<file path="src/rtl/cfpa_pkg.sv">
// Shared types and codes of the complex fixed-point ALU.
package cfpa_pkg;

  localparam int FIELD_W = 32;

  localparam logic [2:0] MODE_ADD = 3'd0;
  localparam logic [2:0] MODE_SUB = 3'd1;
  localparam logic [2:0] MODE_MUL = 3'd2;
  localparam logic [2:0] MODE_DIV = 3'd3;
  localparam logic [2:0] MODE_NEG = 3'd4;

  localparam logic [1:0] STATUS_OK   = 2'd0;
  localparam logic [1:0] STATUS_SAT  = 2'd1;
  localparam logic [1:0] STATUS_DIV0 = 2'd2;

  typedef struct packed {
    logic neg_re;
    logic neg_im;
    logic div;
    logic dz;
    logic ovf_re;
    logic ovf_im;
  } cfpa_ctl_t;

endpackage

</file>
<file path="src/rtl/cfpa_div_stage.sv">
// One restoring-division step for both result parts, as a pipeline stage.
module cfpa_div_stage #(
  parameter int DATA_W = 32,
  parameter int REM_W  = 113,
  parameter int BIT    = 0
) (
  input  logic                clk_i,
  input  logic                rst_ni,
  input  logic                valid_i,
  output logic                ready_o,
  input  cfpa_pkg::cfpa_ctl_t ctl_i,
  input  logic [2*DATA_W-1:0] den_i,
  input  logic [REM_W-1:0]    r_re_i,
  input  logic [REM_W-1:0]    r_im_i,
  input  logic [DATA_W-1:0]   q_re_i,
  input  logic [DATA_W-1:0]   q_im_i,
  output logic                valid_o,
  input  logic                ready_i,
  output cfpa_pkg::cfpa_ctl_t ctl_o,
  output logic [2*DATA_W-1:0] den_o,
  output logic [REM_W-1:0]    r_re_o,
  output logic [REM_W-1:0]    r_im_o,
  output logic [DATA_W-1:0]   q_re_o,
  output logic [DATA_W-1:0]   q_im_o
);
  import cfpa_pkg::*;

  logic             vld_q;
  logic [REM_W-1:0] dsh;
  logic             take_re;
  logic             take_im;

  assign ready_o = ~vld_q | ready_i;
  assign valid_o = vld_q;
  assign dsh     = REM_W'(den_i) << BIT;
  assign take_re = ctl_i.div && (r_re_i >= dsh);
  assign take_im = ctl_i.div && (r_im_i >= dsh);

  always_ff @(posedge clk_i or negedge rst_ni) begin
    if (!rst_ni) begin
      vld_q <= 1'b0;
    end else if (ready_o) begin
      vld_q <= valid_i;
    end
  end

  always_ff @(posedge clk_i) begin
    if (ready_o && valid_i) begin
      ctl_o  <= ctl_i;
      den_o  <= den_i;
      r_re_o <= take_re ? (r_re_i - dsh) : r_re_i;
      r_im_o <= take_im ? (r_im_i - dsh) : r_im_i;
      q_re_o <= q_re_i | (DATA_W'(take_re) << BIT);
      q_im_o <= q_im_i | (DATA_W'(take_im) << BIT);
    end
  end

endmodule

</file>
<file path="config.mk">
export PLATFORM = sky130hd
export DESIGN_NAME = cfpa_div_stage
export DESIGN_NICKNAME = d
export VERILOG_FILES = /design/src/rtl/cfpa_pkg.sv /design/src/rtl/cfpa_div_stage.sv
export SDC_FILE = /design/constraint.sdc
export NUM_CORES = 1
export LEC_CHECK = 0
export ABC_CLOCK_PERIOD_IN_PS = 18400
export BUFFER_PORTS_ARGS = -buffer_cell sky130_fd_sc_hd__buf_2
export CAP_MARGIN = 40
export CORE_AREA = 2 2 285 287
export DETAILED_ROUTE_END_ITERATION = 8
export DIE_AREA = 0 0 287 289
export PLACE_DENSITY = 0.53
export RECOVER_POWER = 100
export SETUP_SLACK_MARGIN = 0.2
export SLEW_MARGIN = 20
export SYNTH_ARGS = -nofsm -noshare
export SYNTH_HDL_FRONTEND = slang
export SYNTH_SLANG_ARGS = --single-unit
</file>
<file path="constraint.sdc">
create_clock -name clk_i -period 18.4 [get_ports clk_i]
set_input_delay 3.68 -clock clk_i [delete_from_list [all_inputs] [get_ports clk_i]]
set_output_delay 3.68 -clock clk_i [all_outputs]
set_load 0.01 [all_outputs]
</file>
=== Word-level counts from Yosys, hierarchy flattened ===
Cells that the tools add are included.

* Bits in registers: 361
* Input port bits: 364
* Output and inout port bits: 362
* Word-level logic and storage cells: 25

* $add $sub $neg: 2
* Order comparisons: 2
* Multiplexer cells: 2
* Bitwise gates (word level): 4
* Reduce and logical (&&, ||, !) cells: 3

{| class="wikitable"
|+ Operators by type and width
! kind !! count
|-
| greater-or-equal comparator 113 x 64 -> 1 bit || 2
|-
| two-way mux 113 bit || 2
|-
| subtractor 113 x 64 -> 113 bit || 2
|-
| bitwise OR 32 x 1 -> 32 bit || 2
|-
| logical AND 1 bit || 3
|-
| NOT 1 bit || 1
|-
| bitwise OR 1 bit || 1
|}

=== Logic depth before layout (Yosys ltp) ===
Gate-level depths: netlist of run 1.

* Word-level depth: 3
* Depth in mapped cells: 15

=== Least setup slack after synthesis of run 1 ===
No wires, ideal clock.

* Path kind: input port to flip-flop
* Start: input ready_i
* End: register ctl_o[0] in the netlist's numbering, enable pin
* Setup time: 0.770 ns
* Data arrival time: 12.059 ns
* Slack: 5.571 ns
* Stages on the path: 2
* Path buffers: 0
* Cells stage by stage: nand2b_1 -> and2_1

* Cells in the longest elaborated chain, start to end: 2

{| class="wikitable"
|+ RTL lines
! element !! RTL line !! text
|-
| start, declared || cfpa_div_stage.sv:18 || <nowiki>input logic ready_i,</nowiki>
|-
| bitwise OR 1 bit || cfpa_div_stage.sv:33 || <nowiki>assign ready_o = ~vld_q | ready_i;</nowiki>
|-
| logical AND 1 bit || cfpa_div_stage.sv:48 || <nowiki>if (ready_o && valid_i) begin</nowiki>
|-
| end signal, assigned || cfpa_div_stage.sv:49 || <nowiki>ctl_o <= ctl_i;</nowiki>
|-
| end, declared || cfpa_div_stage.sv:19 || <nowiki>output cfpa_pkg::cfpa_ctl_t ctl_o,</nowiki>
|}

Every way passes these cells.
A chain may end at the register's enable or synchronous reset.

=== Worst setup path after layout of run 1 ===
* Start: input ready_i
* End: register r_im_o[89], enable pin

* Cells in the longest elaborated chain, start to end: 2

{| class="wikitable"
|+ RTL lines
! element !! RTL line !! text
|-
| bitwise OR 1 bit || cfpa_div_stage.sv:33 ||
|-
| logical AND 1 bit || cfpa_div_stage.sv:48 ||
|-
| end signal, assigned || cfpa_div_stage.sv:52 || <nowiki>r_im_o <= take_im ? (r_im_i - dsh) : r_im_i;</nowiki>
|-
| end, declared || cfpa_div_stage.sv:22 || <nowiki>output logic [REM_W-1:0] r_im_o,</nowiki>
|}

Every way passes these cells.

==> flow_summary_export.csv, run 1 <==
group,metric,value,unit
status,result_of_the_run,"finished, violations left",
status,violated_checks,"capacitance limit, slew limit",
logic_synthesis,synth_flop_cell,"sky130_fd_sc_hd__edfxtp_1",
cells_and_area,area_delta_synth_final,24.1,%
logic_synthesis,ys_seq_area_share,46.0,%
timing,skew,0.0143,ns
power_and_ir_drop,worst_ir_drop_vdd,62.7,uV
logic_synthesis,post_synth_main_area_contributors,"sky130_fd_sc_hd__edfxtp_1 46%, sky130_fd_sc_hd__ha_1 6.8%, sky130_fd_sc_hd__nand2_1 4.7%, sky130_fd_sc_hd__o21ai_0 4.7%, sky130_fd_sc_hd__xnor2_1 4.2%",
hold_path,holdCritPathClass,"reg -> reg",
clocking,ctsResizeCount,0,
clocking,root_buffer,"sky130_fd_sc_hd__clkbuf_16",
logic_synthesis,synth-edff-count,360,
cells_and_area,layout_common_cells,"442 x sky130_fd_sc_hd__clkbuf_1, 360 x sky130_fd_sc_hd__edfxtp_1, 308 x sky130_fd_sc_hd__buf_2",
clocking,post-cts-setup-buffer-count,0,
timing,achievable-frequency,0.0843,GHz
timing,worst-slew-pin-transition,3.43,ns
worst_setup_path,cp_data_arrival_time,12.02,ns
clocking,ctsLongestPathBuffers,3,
floorplanning,initial_utilization,29.5,%
logic_synthesis,post_synth.cell_area_avg,9.61,um^2
floorplanning,chipWidth,287,um
cells_and_area,nFillCells,8423,
worst_setup_path,start_kind,"input pin",
timing,final-max-slew-violation-count,573,
worst_setup_path,cp-end-kind,"register",
clocking,tritoncts.num_buffers,47,
cells_and_area,drive_above_1_share,13.2,%
clocking,htree_num_levels,2,
logic_synthesis,synth_top_area_share,45.9,%
detailed_routing,detail_route.vias_per_cell,5.30,
global_routing,wire_length_of_the_first_global_routing_pass,147000,um
clocking,post_cts_hold_buffer_count,0,
clocking,tritoncts_num_sinks,361,
global_routing,globalRouteOverflowTotal,0,
worst_setup_path,worstPathMaxFanout,51,
logic_synthesis,synthesis.instances,2451,
global_routing,grt_pass1_vias,21400,
clocking,clock_insertion_delay_at_the_later_pin_of_the_skew_report,0.59,ns
clocking,path_clk_slew,0.05,ns
cells_and_area,area_taken_by_flip_flops_and_latches,0.0108,mm^2
floorplanning,floorplan.io_pins,726,
logic_synthesis,synth-seq-cells,361,
floorplanning,die_h,289,um
detailed_routing,drt_wl_total,105000,um
detailed_routing,drt_drc_violations_left,0,
floorplanning,core_area,0.0799,mm^2
timing,final_hold_viol_count,0,
cells_and_area,multi_input_area,0.0118,mm^2
worst_setup_path,cp.required,18.55,ns
power_and_ir_drop,cellLeakagePower,11.0,nW
timing,setup-violations-final,0,
logic_synthesis,ys_warn_count,0,
cells_and_area,layout_commonest_cell,"sky130_fd_sc_hd__clkbuf_1",
cells_and_area,final_core_utilization,36.6,%
timing,period_share,64.5,%
detailed_routing,drt_first_pass_iters,7,
floorplanning,floorplan.die_area,0.0829,mm^2
global_routing,gr_util_all_layers,24.1,%
cells_and_area,non_filler_cells_in_the_finished_layout,4237,
placed_design,place.gp.congestion,0.957,
placed_design,place_hpwl,87000,um
global_routing,grt_max_degree,79,
detailed_routing,routed_wire_length_per_instance,24.8,um
timing,finalCriticalPeriod,11.87,ns
global_routing,antenna_found_initial,17,
placed_design,port_buffers,725,
logic_synthesis,mappedNetlistArea,0.0236,mm^2
logic_synthesis,most_area_hungry_cell_type_in_the_yosys_netlist,"sky130_fd_sc_hd__edfxtp_1",
timing,relSlewSlack,-128,%
cells_and_area,fin_nets,3632,
logic_synthesis,ys_types,80,
power_and_ir_drop,powerDensity,87.1,mW/mm^2
detailed_routing,vias,22400,
detailed_routing,detail_route.iter0.violations,1997,
clocking,cts_tree,"yes",
timing,fin_setup_tns,0,ns
placed_design,numPlacedInstances,4146,
logic_synthesis,synth_async_sr_flop_share,0.277,%
detailed_routing,route.antenna.remaining_nets,0,
floorplanning,rows,104,
run,max-cap-violations,13,
logic_synthesis,postSynthNetCount,2945,
worst_setup_path,worstSetupPathType,"in -> reg",
timing,setup_repair_after_global_routing_missed_its_margin,"no",
[path summary, 6_finish.rpt]
kind / start / cells after the start / slack, ns / end
worst max-delay path: ready_i / 7 / 6.53 / r_im_o[89]
worst min-delay path: valid_o / 2 / 0.53 / valid_o
worst max register to register: valid_o / 6 / 9.35 / r_im_o[89]
worst min register to register: valid_o / 2 / 0.53 / valid_o
max in group asynchronous: rst_ni / 1 / 15.46 / valid_o
min in group asynchronous: rst_ni / 1 / 2.86 / valid_o
[per-layer routing]
metal / track usage [%] / vias up / wire [um]
met3: 5.12 / 129 / 9030
met2: 39.2 / 1063 / 48400
met5: 0 / - / 153
met4: 7.27 / 24 / 3150
met1: 32.1 / 10700 / 44200
li1: - / 10500 / -
[cell usage after synthesis (all sizes together) (35+ instances only)]
master  number
inv        112
ha         128
xnor2      114
a21oi      187
nand2      297
o21ai      222
nor3        68
edfxtp     360
nand3       52
o21bai      35
xor2        99
or3         36
clkbuf     108
nand4       86
nor4        51
nor2       143
a21o        66
[report_power, final]
part           internal (W)  total, W  switching [W]
sequential         0.000983  0.000999      0.0000167
clock              0.000580  0.000964       0.000384
combinational      0.000190  0.000583       0.000392
total               0.00175   0.00255       0.000793
[through the flow]
step	cell area (um^2)	hold WS (ns)	total power [W]	worst slack (ns)
final	29200	0.530	0.00255	6.53
after global routing	29200	0.584	0.00266	5.68
after CTS	29900	0.537	0.00259	10.64
after detailed placement	28400	0.525	0.00161	10.27
after global placement	28200	0.535	0.00161	9.90
after floorplan	23600	0.622	0.00136	5.57
[state kept, by name (all words and copies together) (netlist names)]
name,cells
r_re_o,113
den_o,64
ctl_o,6
valid_o,1
r_im_o,113
q_im_o,32
q_re_o,32
[logic make-up after synthesis]
group	synth area share, %
adder cells (fa/ha/maj)	6.97
buffers and inverters	3.67
flip-flops	46.0
AO/OA/AOI/OAI	17.6
XOR/XNOR	7.92
multiplexers	0.234
AND/OR/NAND/NOR	17.6
[worst max-delay path, stage by stage]
cell and delay [ns]:
sky130_fd_sc_hd__buf_2 0.07, sky130_fd_sc_hd__nand2b_1 0.12, sky130_fd_sc_hd__and2_0 1.62, sky130_fd_sc_hd__clkbuf_1 0.88
sky130_fd_sc_hd__clkbuf_1 2.14, sky130_fd_sc_hd__clkbuf_1 1.62, sky130_fd_sc_hd__clkbuf_1 1.79
[final cells by class]
class / count / area share (%)
multi-input cells: 1861 / 40.4
diodes: 6 / 0.0513
flip-flops and latches: 361 / 37.1
clock inverters: 28 / 1.25
inverters: 112 / 1.44
well taps: 1060 / 4.54
repair buffers: 755 / 11.2
clock buffers: 54 / 4.11
Note: power is estimated with default switching activity, not from simulation.
==> run 2: changes to the inputs <==
Settings changed: ABC_CLOCK_PERIOD_IN_PS 18400 to 10300, CORE_AREA 2 2 285 287 to 2 2 284 286, DIE_AREA 0 0 287 289 to 0 0 286 288, PLACE_DENSITY 0.53 to 0.55.
Clock period 18.4 ns to 10.3 ns, I/O delays scaled along.
==> run 2 against run 1 <==
The flow still finishes with violations (capacitance limit, slew limit). Highest routed layer unchanged. Utilization hardly changed. Worst hold slack gained 0.0034 ns. Non-clock buffer count down 8. Sequential share of layout area grew 0.12 points. Clock power increased by 69%. Design area down 0.33%. Clock skew increased by 0.0041 ns. Wire length down 3.6%. Cell count is 0.19% lower. Sequential power grew 79%. Die area decreased by 0.69%.
==> flow_summary_export.csv, run 2 (synthesis results as in run 1) <==
group,metric,value,unit
status,result_of_the_run,"finished, violations left",
status,violated_checks,"capacitance limit, slew limit",
detailed_routing,detail_route.iter0.violations,1357,
cells_and_area,layout_common_cells,"429 x sky130_fd_sc_hd__clkbuf_1, 360 x sky130_fd_sc_hd__edfxtp_1, 308 x sky130_fd_sc_hd__buf_2",
run,max-cap-violations,9,
detailed_routing,detail_route.vias_per_cell,5.23,
power_and_ir_drop,power_frac_clock,36.7,%
worst_setup_path,cp_data_arrival_time,7.98,ns
cells_and_area,top_regs,"r_im_o: 113 flops, r_re_o: 113 flops, den_o: 64 flops",
timing,relSlewSlack,-140,%
timing,worst-slew-pin-transition,3.59,ns
timing,final_hold_viol_count,0,
global_routing,antenna_found_initial,23,
global_routing,globalRouteOverflowTotal,0,
power_and_ir_drop,powerDensity,152,mW/mm^2
worst_setup_path,r2r-start,"valid_o",
clocking,clock_insertion_delay_at_the_later_pin_of_the_skew_report,0.59,ns
power_and_ir_drop,design_power_total,0.00443,W
clocking,tritoncts.num_buffers,46,
timing,setup-violations-final,0,
cells_and_area,non_filler_cells_in_the_finished_layout,4229,
timing,skew,0.0184,ns
timing,fin_setup_tns,0,ns
cells_and_area,drive_above_1_share,13.2,%
clocking,root_buffer,"sky130_fd_sc_hd__clkbuf_16",
detailed_routing,drt_wl_total,101000,um
worst_setup_path,start_kind,"input pin",
worst_setup_path,cp-end-kind,"register",
global_routing,grt_pass1_vias,21800,
placed_design,place.gp.congestion,0.919,
power_and_ir_drop,internal-power,0.00304,W
clocking,post-cts-setup-buffer-count,0,
clocking,ctsLongestPathBuffers,3,
timing,achievable-frequency,0.130,GHz
hold_path,hold_path.startpoint,"valid_o",
global_routing,grt_max_degree,139,
placed_design,port_buffers,725,
worst_setup_path,worstSetupPathType,"in -> reg",
clocking,cts_tree,"yes",
placed_design,numPlacedInstances,4140,
detailed_routing,drt_first_pass_iters,6,
detailed_routing,vias,22100,
floorplanning,chipWidth,286,um
detailed_routing,routed_wire_length_per_instance,23.9,um
floorplanning,core_area,0.0796,mm^2
power_and_ir_drop,power.share.combinational,22.9,%
timing,setup_repair_after_global_routing_missed_its_margin,"no",
cells_and_area,fin_nets,3623,
placed_design,place_worst_setup_slack,3.47,ns
cells_and_area,area_delta_synth_final,23.7,%
clocking,post_cts_hold_buffer_count,0,
floorplanning,floorplan.io_pins,726,
floorplanning,initial_utilization,29.6,%
hold_path,holdCritPathClass,"reg -> reg",
power_and_ir_drop,worst_ir_drop_vdd,106,uV
power_and_ir_drop,cellLeakagePower,10.9,nW
power_and_ir_drop,seq_power_share,40.4,%
power_and_ir_drop,p_sw_share,31.3,%
floorplanning,floorplan.die_area,0.0824,mm^2
floorplanning,die_h,288,um
placed_design,place_hpwl,83200,um
floorplanning,rows,104,
timing,final-max-slew-violation-count,461,
clocking,htree_num_levels,2,
clocking,ctsResizeCount,0,
clocking,tritoncts_num_sinks,361,
detailed_routing,drt_drc_violations_left,0,
worst_setup_path,cp.required,10.58,ns
power_and_ir_drop,power_switching,0.00139,W
timing,period_share,74.8,%
global_routing,wire_length_of_the_first_global_routing_pass,143000,um
cells_and_area,layout_commonest_cell,"sky130_fd_sc_hd__clkbuf_1",
global_routing,gr_util_all_layers,23.4,%
timing,finalCriticalPeriod,7.70,ns
clocking,path_clk_slew,0.06,ns
worst_setup_path,worstPathMaxFanout,101,
worst_setup_path,timing.critical_path.from,"den_i[1]",
detailed_routing,route.antenna.remaining_nets,0,
timing,timing.final.ws_setup,2.60,ns
[run 2: cell count changes in the layout (fill, tap and decap cells not counted), sizes merged]
cell,previous run,this run
buf,317,321
bufinv,8,5
clkbuf,491,478
clkdlybuf4s18,1,0
clkinvlp,2,4
diode,6,7
inv,116,118
[run 2: final cells by class]
class | count | area [um^2]
well taps | 1060 | 1330
flip-flops and latches | 361 | 10800
repair buffers | 747 | 3260
multi-input cells | 1861 | 11800
clock inverters | 29 | 307
fillers | 8482 | 50500
clock buffers | 52 | 1170
inverters | 112 | 420
diodes | 7 | 17.5
[run 2: layer usage]
metal / vias up / GRT usage, % / share of wire (%)
li1: 10500 / - / -
met1: 10600 / 29.4 / 42
met2: 806 / 40.2 / 48
met3: 157 / 5.00 / 7.0
met4: 20 / 6.68 / 2.9
met5: - / 0 / 0.14
[run 2: power groups by stage]
stage               Combinational [W]  Clock, W  Sequential [W]
global route                  0.00111   0.00172         0.00180
global placement              0.00105         0         0.00181
detailed placement            0.00104         0         0.00181
floorplan                    0.000542         0         0.00187
finish                        0.00101   0.00163         0.00179
CTS                           0.00105   0.00167         0.00178
[run 2: path summary, 6_finish.rpt]
| check | end | slack, ns | depth (start not counted) |
|---|---|---|---|
| min in group asynchronous | valid_o | 1.25 | 1 |
| max in group asynchronous | valid_o | 8.97 | 1 |
| max reg2reg | r_im_o[72] | 4.48 | 4 |
| max | r_im_o[25] | 2.60 | 12 |
| min reg2reg | valid_o | 0.53 | 2 |
| min | valid_o | 0.53 | 2 |
[run 2: worst max-delay path, stage by stage]
cell and delay, ns:
sky130_fd_sc_hd__clkbuf_1 0.38, sky130_fd_sc_hd__inv_1 0.24, sky130_fd_sc_hd__ha_1 0.35, sky130_fd_sc_hd__nor2b_1 0.14, sky130_fd_sc_hd__o21ai_0 0.31, sky130_fd_sc_hd__a21oi_1 0.15, sky130_fd_sc_hd__o21ai_0 0.53, sky130_fd_sc_hd__a21oi_1 0.33
sky130_fd_sc_hd__o2111a_1 0.34, sky130_fd_sc_hd__o21ai_0 2.43, sky130_fd_sc_hd__buf_12 0.38, sky130_fd_sc_hd__o21ai_0 0.26
[run 2: stage by stage]
stage / util, % / hold slack [ns] / area [um^2]
2_1_floorplan: - / 0.622 / 23600
6_report: 36.6 / 0.534 / 29100
5_1_grt: 36.6 / 0.614 / 29100
4_1_cts: 37.4 / 0.538 / 29800
3_3_place_gp: 35.5 / 0.515 / 28300
3_5_place_dp: 35.6 / 0.525 / 28300
